`src/ascm_pkg.sv`:
```
`default_nettype none
package ascm_pkg;

   localparam int MAX_DIMENSION = 4096;
   localparam int DIM_W  = 13;
   localparam int CRD_W  = 16;
   localparam int PROD_W = 2 * DIM_W;
   localparam int B_W    = PROD_W + 1;
   localparam int NUM_W  = 32;
   localparam int MAG_W  = NUM_W;
   localparam int DEN_W  = DIM_W + 1;
   localparam int QUO_W  = CRD_W;
   localparam int STEPS_PER_STAGE = 2;
   localparam int DIV_STAGES = QUO_W / STEPS_PER_STAGE;
   localparam int CSR_IDX_W = 3;
   localparam int MODE_W = 3;

   localparam logic [CSR_IDX_W-1:0] CSR_SCALE_MODE    = 3'd0;
   localparam logic [CSR_IDX_W-1:0] CSR_SOURCE_WIDTH  = 3'd1;
   localparam logic [CSR_IDX_W-1:0] CSR_SOURCE_HEIGHT = 3'd2;
   localparam logic [CSR_IDX_W-1:0] CSR_VIEW_WIDTH    = 3'd3;
   localparam logic [CSR_IDX_W-1:0] CSR_VIEW_HEIGHT   = 3'd4;

   localparam logic [MODE_W-1:0] MODE_STRETCH = 3'd0;
   localparam logic [MODE_W-1:0] MODE_PIXEL   = 3'd1;
   localparam logic [MODE_W-1:0] MODE_FIT     = 3'd2;
   localparam logic [MODE_W-1:0] MODE_FILL    = 3'd3;
   localparam logic [MODE_W-1:0] MODE_HEIGHT  = 3'd4;
   localparam logic [MODE_W-1:0] MODE_WIDTH   = 3'd5;

   typedef struct packed {
      logic signed [CRD_W-1:0] pointer_x;
      logic signed [CRD_W-1:0] pointer_y;
   } req_type;

   typedef struct packed {
      logic signed [CRD_W-1:0] mapped_x;
      logic signed [CRD_W-1:0] mapped_y;
   } rsp_type;

   typedef enum logic [1:0] {
      SEL_IDENT,
      SEL_PIXEL,
      SEL_RATIO
   } axis_sel_type;

   typedef struct packed {
      logic             neg;
      logic             ovf;
      logic [DEN_W-1:0] den;
      logic [MAG_W-1:0] mag;
   } div_req_type;

   typedef struct packed {
      logic             neg;
      logic             ovf;
      logic [DEN_W-1:0] den;
      logic [MAG_W-1:0] rem;
      logic [QUO_W-1:0] quo;
   } div_stage_type;

endpackage
`default_nettype wire

```
`src/ascm_div.sv`:
```
`default_nettype none
module ascm_div (
   input  wire logic                clock,
   input  wire logic                reset,
   input  wire logic                in_valid,
   input  wire ascm_pkg::div_req_type in_req,
   output logic                     out_valid,
   output logic signed [ascm_pkg::CRD_W-1:0] out_value
);

   localparam int NS = ascm_pkg::DIV_STAGES;
   localparam int SP = ascm_pkg::STEPS_PER_STAGE;
   localparam int QW = ascm_pkg::QUO_W;
   localparam int MW = ascm_pkg::MAG_W;
   localparam logic [QW-1:0] POS_MAX = {1'b0, {(QW-1){1'b1}}};
   localparam logic [QW-1:0] NEG_MAX = {1'b1, {(QW-1){1'b0}}};

   ascm_pkg::div_stage_type cur [NS+1];
   ascm_pkg::div_stage_type stage_ff [NS];
   ascm_pkg::div_stage_type stage_in [NS];
   logic                    vld_ff [NS];
   logic                    out_valid_ff;
   logic [QW-1:0]           out_value_ff;
   logic [QW-1:0]           out_value_in;

   assign cur[0] = '{neg: in_req.neg, ovf: in_req.ovf, den: in_req.den,
                     rem: in_req.mag, quo: '0};

   for (genvar k = 0; k < NS; k++) begin : g_stage
      always_comb begin
         logic [MW-1:0] sh;
         logic [MW:0]   diff;
         stage_in[k] = cur[k];
         for (int j = 0; j < SP; j++) begin
            sh   = MW'(stage_in[k].den) << (QW - 1 - SP * k - j);
            diff = {1'b0, stage_in[k].rem} - {1'b0, sh};
            if (!diff[MW]) begin
               stage_in[k].rem = diff[MW-1:0];
               stage_in[k].quo[QW-1-SP*k-j] = 1'b1;
            end
         end
      end

      always_ff @(posedge clock) begin
         stage_ff[k] <= stage_in[k];
         if (reset) begin
            vld_ff[k] <= 1'b0;
         end else if (k == 0) begin
            vld_ff[k] <= in_valid;
         end else begin
            vld_ff[k] <= vld_ff[(k == 0) ? 0 : k-1];
         end
      end

      assign cur[k+1] = stage_ff[k];
   end

   always_comb begin
      if (cur[NS].ovf) begin
         out_value_in = cur[NS].neg ? NEG_MAX : POS_MAX;
      end else if (cur[NS].neg) begin
         out_value_in = (cur[NS].quo > NEG_MAX) ? NEG_MAX : QW'(-cur[NS].quo);
      end else begin
         out_value_in = (cur[NS].quo > POS_MAX) ? POS_MAX : cur[NS].quo;
      end
   end

   always_ff @(posedge clock) begin
      out_value_ff <= out_value_in;
      if (reset) begin
         out_valid_ff <= 1'b0;
      end else begin
         out_valid_ff <= vld_ff[NS-1];
      end
   end

   assign out_valid = out_valid_ff;
   assign out_value = $signed(out_value_ff);

endmodule
`default_nettype wire

```
`src/aspect_scale_coordinate_mapper_core.sv`:
```
// channel | direction | handshake               | payload
// req     | in        | start high, busy low    | req_data (pointer_x, pointer_y)
// rsp     | out       | rsp_strobe, one cycle   | rsp_data (mapped_x, mapped_y)
// csr     | in        | csr_valid and csr_ready | csr_index, csr_data
// one item per cycle outside reset; each result passes through the registered core and divider stages
// the divider is a 16-bit restoring divider, two quotient bits per stage
// busy is high only while reset is asserted; csr_ready is always high
// synchronous reset clears the pipeline valid bits and the configuration registers
// results cannot be held off, so nothing in the pipeline ever stalls
`default_nettype none
module aspect_scale_coordinate_mapper_core (
   input  wire logic                                 clock,
   input  wire logic                                 reset,
   input  wire logic                                 start,
   output logic                                      busy,
   input  wire ascm_pkg::req_type                    req_data,
   output logic                                      rsp_strobe,
   output ascm_pkg::rsp_type                         rsp_data,
   input  wire logic                                 csr_valid,
   output logic                                      csr_ready,
   input  wire logic [ascm_pkg::CSR_IDX_W-1:0]       csr_index,
   input  wire logic [ascm_pkg::DIM_W-1:0]           csr_data
);

   localparam int DW = ascm_pkg::DIM_W;
   localparam int CW = ascm_pkg::CRD_W;
   localparam int PW = ascm_pkg::PROD_W;
   localparam int BW = ascm_pkg::B_W;
   localparam int NW = ascm_pkg::NUM_W;
   localparam int MW = ascm_pkg::MAG_W;
   localparam int EW = ascm_pkg::DEN_W;
   localparam int QW = ascm_pkg::QUO_W;

   function automatic logic [DW-1:0] eff_dim(input logic [DW-1:0] v);
      if (v == '0) begin
         return DW'(1);
      end else if (32'(v) > ascm_pkg::MAX_DIMENSION) begin
         return DW'(ascm_pkg::MAX_DIMENSION);
      end else begin
         return v;
      end
   endfunction

   logic [ascm_pkg::MODE_W-1:0] mode_ff;
   logic [DW-1:0] src_w_ff, src_h_ff, view_w_ff, view_h_ff;
   logic          accept;

   assign busy      = reset;
   assign csr_ready = 1'b1;
   assign accept    = start && !busy;

   always_ff @(posedge clock) begin
      if (reset) begin
         mode_ff   <= ascm_pkg::MODE_FIT;
         src_w_ff  <= DW'(1);
         src_h_ff  <= DW'(1);
         view_w_ff <= DW'(1);
         view_h_ff <= DW'(1);
      end else if (csr_valid && csr_ready) begin
         unique case (csr_index)
            ascm_pkg::CSR_SCALE_MODE: begin
               mode_ff <= csr_data[ascm_pkg::MODE_W-1:0];
            end
            ascm_pkg::CSR_SOURCE_WIDTH:  src_w_ff  <= eff_dim(csr_data);
            ascm_pkg::CSR_SOURCE_HEIGHT: src_h_ff  <= eff_dim(csr_data);
            ascm_pkg::CSR_VIEW_WIDTH:    view_w_ff <= eff_dim(csr_data);
            ascm_pkg::CSR_VIEW_HEIGHT:   view_h_ff <= eff_dim(csr_data);
            default: ;
         endcase
      end
   end

   // stage 1: cross products
   logic                 v1_ff;
   logic signed [CW-1:0] cx1_ff, cy1_ff;
   logic [PW-1:0]        wiho_ff, hiwo_ff;

   always_ff @(posedge clock) begin
      cx1_ff  <= req_data.pointer_x;
      cy1_ff  <= req_data.pointer_y;
      wiho_ff <= src_w_ff * view_h_ff;
      hiwo_ff <= src_h_ff * view_w_ff;
      if (reset) begin
         v1_ff <= 1'b0;
      end else begin
         v1_ff <= accept;
      end
   end

   // stage 2: per-axis coefficients
   logic signed [BW-1:0] cross_diff;
   logic                 narrow;
   ascm_pkg::axis_sel_type sel_x, sel_y;
   logic [DW-1:0]        ax_in, ay_in, dx_in, dy_in;
   logic signed [BW-1:0] bx_in, by_in;

   assign cross_diff = $signed({1'b0, wiho_ff}) - $signed({1'b0, hiwo_ff});
   assign narrow     = cross_diff > 0;

   always_comb begin
      sel_x = ascm_pkg::SEL_IDENT;
      sel_y = ascm_pkg::SEL_IDENT;
      unique case (mode_ff)
         ascm_pkg::MODE_PIXEL: begin
            sel_x = ascm_pkg::SEL_PIXEL;
            sel_y = ascm_pkg::SEL_PIXEL;
         end
         ascm_pkg::MODE_FIT: begin
            if (narrow) sel_y = ascm_pkg::SEL_RATIO;
            else        sel_x = ascm_pkg::SEL_RATIO;
         end
         ascm_pkg::MODE_FILL: begin
            if (narrow) sel_x = ascm_pkg::SEL_RATIO;
            else        sel_y = ascm_pkg::SEL_RATIO;
         end
         ascm_pkg::MODE_HEIGHT: sel_x = ascm_pkg::SEL_RATIO;
         ascm_pkg::MODE_WIDTH:  sel_y = ascm_pkg::SEL_RATIO;
         default: ;
      endcase
   end

   always_comb begin
      unique case (sel_x)
         ascm_pkg::SEL_PIXEL: begin
            ax_in = DW'(1);
            bx_in = BW'($signed({1'b0, src_w_ff})) - BW'($signed({1'b0, view_w_ff}));
            dx_in = DW'(1);
         end
         ascm_pkg::SEL_RATIO: begin
            ax_in = src_h_ff;
            bx_in = cross_diff;
            dx_in = view_h_ff;
         end
         default: begin
            ax_in = src_w_ff;
            bx_in = '0;
            dx_in = view_w_ff;
         end
      endcase
      unique case (sel_y)
         ascm_pkg::SEL_PIXEL: begin
            ay_in = DW'(1);
            by_in = BW'($signed({1'b0, src_h_ff})) - BW'($signed({1'b0, view_h_ff}));
            dy_in = DW'(1);
         end
         ascm_pkg::SEL_RATIO: begin
            ay_in = src_w_ff;
            by_in = -cross_diff;
            dy_in = view_w_ff;
         end
         default: begin
            ay_in = src_h_ff;
            by_in = '0;
            dy_in = view_h_ff;
         end
      endcase
   end

   logic                 v2_ff;
   logic signed [CW-1:0] cx2_ff, cy2_ff;
   logic [DW-1:0]        ax_ff, ay_ff, dx_ff, dy_ff;
   logic signed [BW-1:0] bx_ff, by_ff;

   always_ff @(posedge clock) begin
      cx2_ff <= cx1_ff;
      cy2_ff <= cy1_ff;
      ax_ff  <= ax_in;
      ay_ff  <= ay_in;
      bx_ff  <= bx_in;
      by_ff  <= by_in;
      dx_ff  <= dx_in;
      dy_ff  <= dy_in;
      if (reset) begin
         v2_ff <= 1'b0;
      end else begin
         v2_ff <= v1_ff;
      end
   end

   // stage 3: numerator 2*a*c + b
   logic                 v3_ff;
   logic signed [NW-1:0] nx_ff, ny_ff, nx_in, ny_in;
   logic [EW-1:0]        ex3_ff, ey3_ff;

   assign nx_in = ((NW'(cx2_ff) * NW'($signed({1'b0, ax_ff}))) <<< 1) + NW'(bx_ff);
   assign ny_in = ((NW'(cy2_ff) * NW'($signed({1'b0, ay_ff}))) <<< 1) + NW'(by_ff);

   always_ff @(posedge clock) begin
      nx_ff  <= nx_in;
      ny_ff  <= ny_in;
      ex3_ff <= {dx_ff, 1'b0};
      ey3_ff <= {dy_ff, 1'b0};
      if (reset) begin
         v3_ff <= 1'b0;
      end else begin
         v3_ff <= v2_ff;
      end
   end

   // stage 4: magnitude and range check
   logic                  v4_ff;
   ascm_pkg::div_req_type dvx_ff, dvy_ff, dvx_in, dvy_in;

   always_comb begin
      dvx_in.neg = nx_ff[NW-1];
      dvx_in.den = ex3_ff;
      dvx_in.mag = dvx_in.neg ? MW'(-nx_ff) : MW'(nx_ff);
      dvx_in.ovf = dvx_in.mag >= (MW'(ex3_ff) << QW);
      dvy_in.neg = ny_ff[NW-1];
      dvy_in.den = ey3_ff;
      dvy_in.mag = dvy_in.neg ? MW'(-ny_ff) : MW'(ny_ff);
      dvy_in.ovf = dvy_in.mag >= (MW'(ey3_ff) << QW);
   end

   always_ff @(posedge clock) begin
      dvx_ff <= dvx_in;
      dvy_ff <= dvy_in;
      if (reset) begin
         v4_ff <= 1'b0;
      end else begin
         v4_ff <= v3_ff;
      end
   end

   logic                 out_vx, out_vy;
   logic signed [CW-1:0] mx, my;

   ascm_div u_div_x (
      .clock     (clock),
      .reset     (reset),
      .in_valid  (v4_ff),
      .in_req    (dvx_ff),
      .out_valid (out_vx),
      .out_value (mx)
   );

   ascm_div u_div_y (
      .clock     (clock),
      .reset     (reset),
      .in_valid  (v4_ff),
      .in_req    (dvy_ff),
      .out_valid (out_vy),
      .out_value (my)
   );

   assign rsp_strobe        = out_vx && out_vy;
   assign rsp_data.mapped_x = mx;
   assign rsp_data.mapped_y = my;

endmodule
`default_nettype wire

```
`config.mk`:
```
export PLATFORM = sky130hd
export DESIGN_NAME = aspect_scale_coordinate_mapper_core
export DESIGN_NICKNAME = d
export VERILOG_FILES = /design/src/ascm_pkg.sv /design/src/ascm_div.sv /design/src/aspect_scale_coordinate_mapper_core.sv
export SDC_FILE = /design/constraint.sdc
export NUM_CORES = 2
export LEC_CHECK = 0
export ABC_AREA = 1
export BUFFER_PORTS_ARGS = -buffer_cell sky130_fd_sc_hd__clkbuf_2
export CORE_UTILIZATION = 55
export DETAILED_ROUTE_END_ITERATION = 7
export PLACE_DENSITY = 0.71
export SKIP_LAST_GASP = 1
export SYNTH_ARGS = -nofsm -noshare
export SYNTH_HDL_FRONTEND = slang
export SYNTH_HIERARCHICAL = 1
export SYNTH_SLANG_ARGS = --single-unit
```
`constraint.sdc`:
```
create_clock -name clock -period 7.5 [get_ports clock]
set_input_delay 0.375 -clock clock [delete_from_list [all_inputs] [get_ports clock]]
set_output_delay 0.375 -clock clock [all_outputs]
set_load 0.01 [all_outputs]
```
==> tab_implementation.tex <==
\begin{tabular}{lr}
\hline
Metric & Value \\
\hline
\multicolumn{2}{l}{\textbf{Status}} \\
\quad Status & finished clean \\
\multicolumn{2}{l}{\textbf{Synthesis}} \\
\quad Async set-reset flop share out of synthesis & 0 \\
\quad EDFF count, synth & 0 \\
\quad Dominant register cell in the synthesized netlist & sky130\_fd\_sc\_hd\_\_dfxtp\_1 \\
\quad Proportion of synthesized chip area in sequential cells & 0.251 \\
\quad Synth warnings & 6 \\
\quad Register bit total from synthesis & 1335 \\
\quad Netlist area before placement & 106000 um2 \\
\quad Mapped Cells & 15000 \\
\quad Biggest area contributors in the synthesized netlist & sky130\_fd\_sc\_hd\_\_dfxtp\_1 (25\%), sky130\_fd\_sc\_hd\_\_nand2\_1 (14\%), sky130\_fd\_sc\_hd\_\_fa\_1 (13\%) \\
\quad Library cell with the largest summed area after synthesis & sky130\_fd\_sc\_hd\_\_dfxtp\_1 \\
\quad Avg Synthesized Cell Area & 7.12 um2 \\
\quad Count of different cell masters after synthesis & 75 \\
\quad Area share of the largest cell type after synthesis & 0.251 \\
\multicolumn{2}{l}{\textbf{Clock tree}} \\
\quad Later-pin clock latency in the skew report & 0.82 ns \\
\quad Number of buffers created by CTS & 149 \\
\quad H-tree Lvls & 4 \\
\quad TritonCTS clock tree & yes \\
\quad Clock Root Buffer & sky130\_fd\_sc\_hd\_\_clkbuf\_16 \\
\quad CTS Sinks & 1335 \\
\quad Clock buffer depth & 3 \\
\quad Clock-pin transition on the worst setup and hold timing paths & 0.06 ns \\
\multicolumn{2}{l}{\textbf{Placed design}} \\
\quad RD Place Congestion & 1.00 \\
\quad Count of buffers from port buffering & 85 \\
\quad Instance area at placement & 110000 um2 \\
\quad HPWL after detailed placement & 235000 um \\
\multicolumn{2}{l}{\textbf{Detailed routing}} \\
\quad Avg WL per Cell & 16.1 um \\
\quad Via/cell ratio & 5.22 \\
\quad Total iterations of the first detailed-routing run & 8 \\
\quad Final routed DRC violation total & 0 \\
\quad Total number of vias & 92600 \\
\quad First DRT Iteration DRCs & 6407 \\
\quad Wire length after detailed routing & 285000 um \\
\quad Final ANT Viol Nets & 0 \\
\multicolumn{2}{l}{\textbf{Floorplan}} \\
\quad \# rows & 161 \\
\quad Horiz. Die Dim & 442 um \\
\quad Die ar. & 195000 um2 \\
\quad I/O pins & 87 \\
\quad Chip height & 442 um \\
\quad Area of the core region & 192000 um2 \\
\quad Effective utilization at floorplan & 0.554 \\
\multicolumn{2}{l}{\textbf{Final layout}} \\
\quad Final design area excluding fillers & 115000 um2 \\
\quad Number of fill cells & 18200 \\
\quad Area growth from synthesis to layout & 8.22\% \\
\quad Commonest non-fill, non-tap cell in the layout & sky130\_fd\_sc\_hd\_\_nand2\_1 \\
\quad Final net count & 16700 \\
\quad Commonest non-fill, non-tap cells in the layout & sky130\_fd\_sc\_hd\_\_nand2\_1 (3935), sky130\_fd\_sc\_hd\_\_inv\_1 (2754), sky130\_fd\_sc\_hd\_\_dfxtp\_1 (1316), sky130\_fd\_sc\_hd\_\_nor2\_1 (974), sky130\_fd\_sc\_hd\_\_ha\_1 (885) \\
\quad Area used by multi-input combinational logic & 67800 um2 \\
\quad Utilization after layout & 0.599 \\
\quad Fraction of final layout cells with drive strength greater than 1 & 0.0537 \\
\quad Area of all sequential standard cells & 26800 um2 \\
\multicolumn{2}{l}{\textbf{Power}} \\
\quad Largest vdd supply drop & 0.254 mV \\
\quad PD cells & 496 nW/um2 \\
\quad Overall power & 57100 uW \\
\quad Static leakage & 0.0590 uW \\
\multicolumn{2}{l}{\textbf{Setup path}} \\
\quad Critical path class & reg -> reg \\
\quad FF-to-FF setup slack & 0.32 ns \\
\quad Maximum fanout along the worst path & 9 \\
\quad Worst setup EP type & flop \\
\quad Arrival time worst endpoint & 7.92 ns \\
\quad Data required time of the worst path & 8.24 ns \\
\quad Worst setup SP type & flop \\
\multicolumn{2}{l}{\textbf{Worst hold path}} \\
\quad Worst min path class & in -> reg \\
\multicolumn{2}{l}{\textbf{STA}} \\
\quad Transition time of the tightest slew-check pin & 1.26 ns \\
\quad Worst Hold Slack & 0.0552 ns \\
\quad Part of the cycle the worst path needs & 0.957 \\
\quad Highest Clock Rate & 0.139 GHz \\
\quad Largest clock skew in the final design & 0.0328 ns \\
\quad Final Hold Violating Endpoints & 0 \\
\quad Slew HR & 0.157 \\
\quad Unrepaired setup endpoints after global routing & yes \\
\quad Final Slew Violations & 0 \\
\quad Number of setup violations in the final report & 0 \\
\quad Final period demand of the worst path & 7.18 ns \\
\multicolumn{2}{l}{\textbf{GRT}} \\
\quad Via count of the first global-routing pass & 88700 \\
\quad Total GRT Usage & 0.289 \\
\quad Number of antenna violations at the first check in global routing & 13 \\
\quad First-pass GRT wire length & 458000 um \\
\quad Largest net degree at the start of global routing & 51 \\
\quad Total congestion overflow after global routing & 0 \\
\multicolumn{2}{l}{\textbf{Job}} \\
\quad Reported max-cap violation count & 0 \\
\hline
\end{tabular}
## routing by layer
metal | up-vias | track usage | part of all wire
li1 | 47000 | - | -
met5 | - | 0 | 0.00012
met2 | 2526 | 0.489 | 0.47
met1 | 42400 | 0.372 | 0.43
met4 | 4 | 0.116 | 0.042
met3 | 551 | 0.0357 | 0.056
## critical path: stages, from the launching register on
cell and delay, ns:
sky130_fd_sc_hd__dfxtp_1 0.56, sky130_fd_sc_hd__nand2_1 0.21, sky130_fd_sc_hd__fa_1 0.57, sky130_fd_sc_hd__inv_1 0.15, sky130_fd_sc_hd__fa_1 0.60, sky130_fd_sc_hd__inv_1 0.11
sky130_fd_sc_hd__fa_1 0.51, sky130_fd_sc_hd__fa_1 0.44, sky130_fd_sc_hd__fa_1 0.49, sky130_fd_sc_hd__inv_1 0.05, sky130_fd_sc_hd__fa_1 0.45, sky130_fd_sc_hd__ha_1 0.38
sky130_fd_sc_hd__a21oi_1 0.24, sky130_fd_sc_hd__o21ai_0 0.17, sky130_fd_sc_hd__a21oi_1 0.21, sky130_fd_sc_hd__o21ai_0 0.13, sky130_fd_sc_hd__a21oi_1 0.32, sky130_fd_sc_hd__xor2_1 0.12
sky130_fd_sc_hd__ha_1 0.40, sky130_fd_sc_hd__inv_1 0.08, sky130_fd_sc_hd__nor3_1 0.27, sky130_fd_sc_hd__nor3b_2 0.28, sky130_fd_sc_hd__nand3_1 0.11, sky130_fd_sc_hd__nand2_1 0.10
sky130_fd_sc_hd__xor2_1 0.15
## final cells by class
cell class                      instances  area share
Clock buffer                          188      0.0352
Tap cell                             2526      0.0274
Antenna cell                            8    0.000174
Inverter                             2817      0.0919
Multi-Input combinational cell      10500       0.588
Clock inverter                         84     0.00898
Sequential cell                      1335       0.232
Timing Repair Buffer                  262      0.0162
## synth_stat cells, drive strengths merged, types with 20 or more instances
cell	instances
clkbuf	225
nand2	4016
a21oi	808
fa	681
o21a	23
o31ai	20
inv	2806
ha	885
xor2	337
a21o	47
nand3	821
o21bai	61
dfxtp	1335
a31oi	49
nor4	36
nand4	191
buf	80
xnor2	277
or2	52
o21ai	809
nor2	1025
nand3b	59
o211ai	30
a21boi	24
nor3	150
## state kept, by name, summed over array words and instances (netlist names), 16 cells and up
| register | count |
|---|---|
| cy1_ff | 16 |
| cx1_ff | 16 |
| cy2_ff | 16 |
| nx_ff | 32 |
| ny_ff | 32 |
| u_div_y/stage_ff | 410 |
| hiwo_ff | 26 |
| by_ff | 27 |
| bx_ff | 27 |
| u_div_x/stage_ff | 410 |
| wiho_ff | 26 |
| u_div_x/out_value | 16 |
| cx2_ff | 16 |
| u_div_y/out_value | 16 |
| dvy_ff | 47 |
| dvx_ff | 47 |
## cells by family (layout without fill, tap and decap cells)
family / Yosys count / count (layout) / share of synthesized area
adder cells (fa/ha/maj): 1566 / 1566 / 0.232
flip-flops: 1335 / 1335 / 0.251
buffers and inverters: 3122 / 3351 / 0.113
AND/OR/NAND/NOR: 6382 / 6382 / 0.255
other: 2 / 15 / 0.0000705
XOR/XNOR: 614 / 614 / 0.0505
AO/OA/AOI/OAI: 1931 / 1931 / 0.0988
## per-stage QoR
stage               instances  setup WS [ns]  setup TNS, ns
floorplan               15000          0.591              0
global placement        17400          0.173              0
detailed placement      17400          0.109              0
CTS                     17700         0.0774              0
global route            17700        -0.0669        -0.0749
finish                  17700          0.321              0
## worst paths after layout
path / cells after the start / to / startpoint
max: 24 / ny_ff[30]$_DFF_P_ / cy2_ff[15]$_DFF_P_
min: 4 / mode_ff[0]$_SDFFE_PP0P_ / csr_index[2]
max reg2reg: 24 / ny_ff[30]$_DFF_P_ / cy2_ff[15]$_DFF_P_
min reg2reg: 0 / u_div_y/stage_ff[0][191]$_DFF_P_ / u_div_y/stage_ff[0][127]$_DFF_P_
## power by group
part           internal (uW)  total [uW]  switching (uW)  leakage, uW
registers               9750       11500            1760       0.0111
logic                  14300       38100           23800       0.0455
clock network           4310        7500            3190      0.00244
## repair_timing
| action | in CTS | in global routing |
|---|---|---|
| buffers inserted | 0 | 2 |
| gates resized for setup | 0 | 27 |
| hold endpoints to repair | 69 | 0 |
| hold buffers | 46 | 0 |
| endpoints found under the setup margin | 0 | 16 |
(Power assumes the default switching activity.)
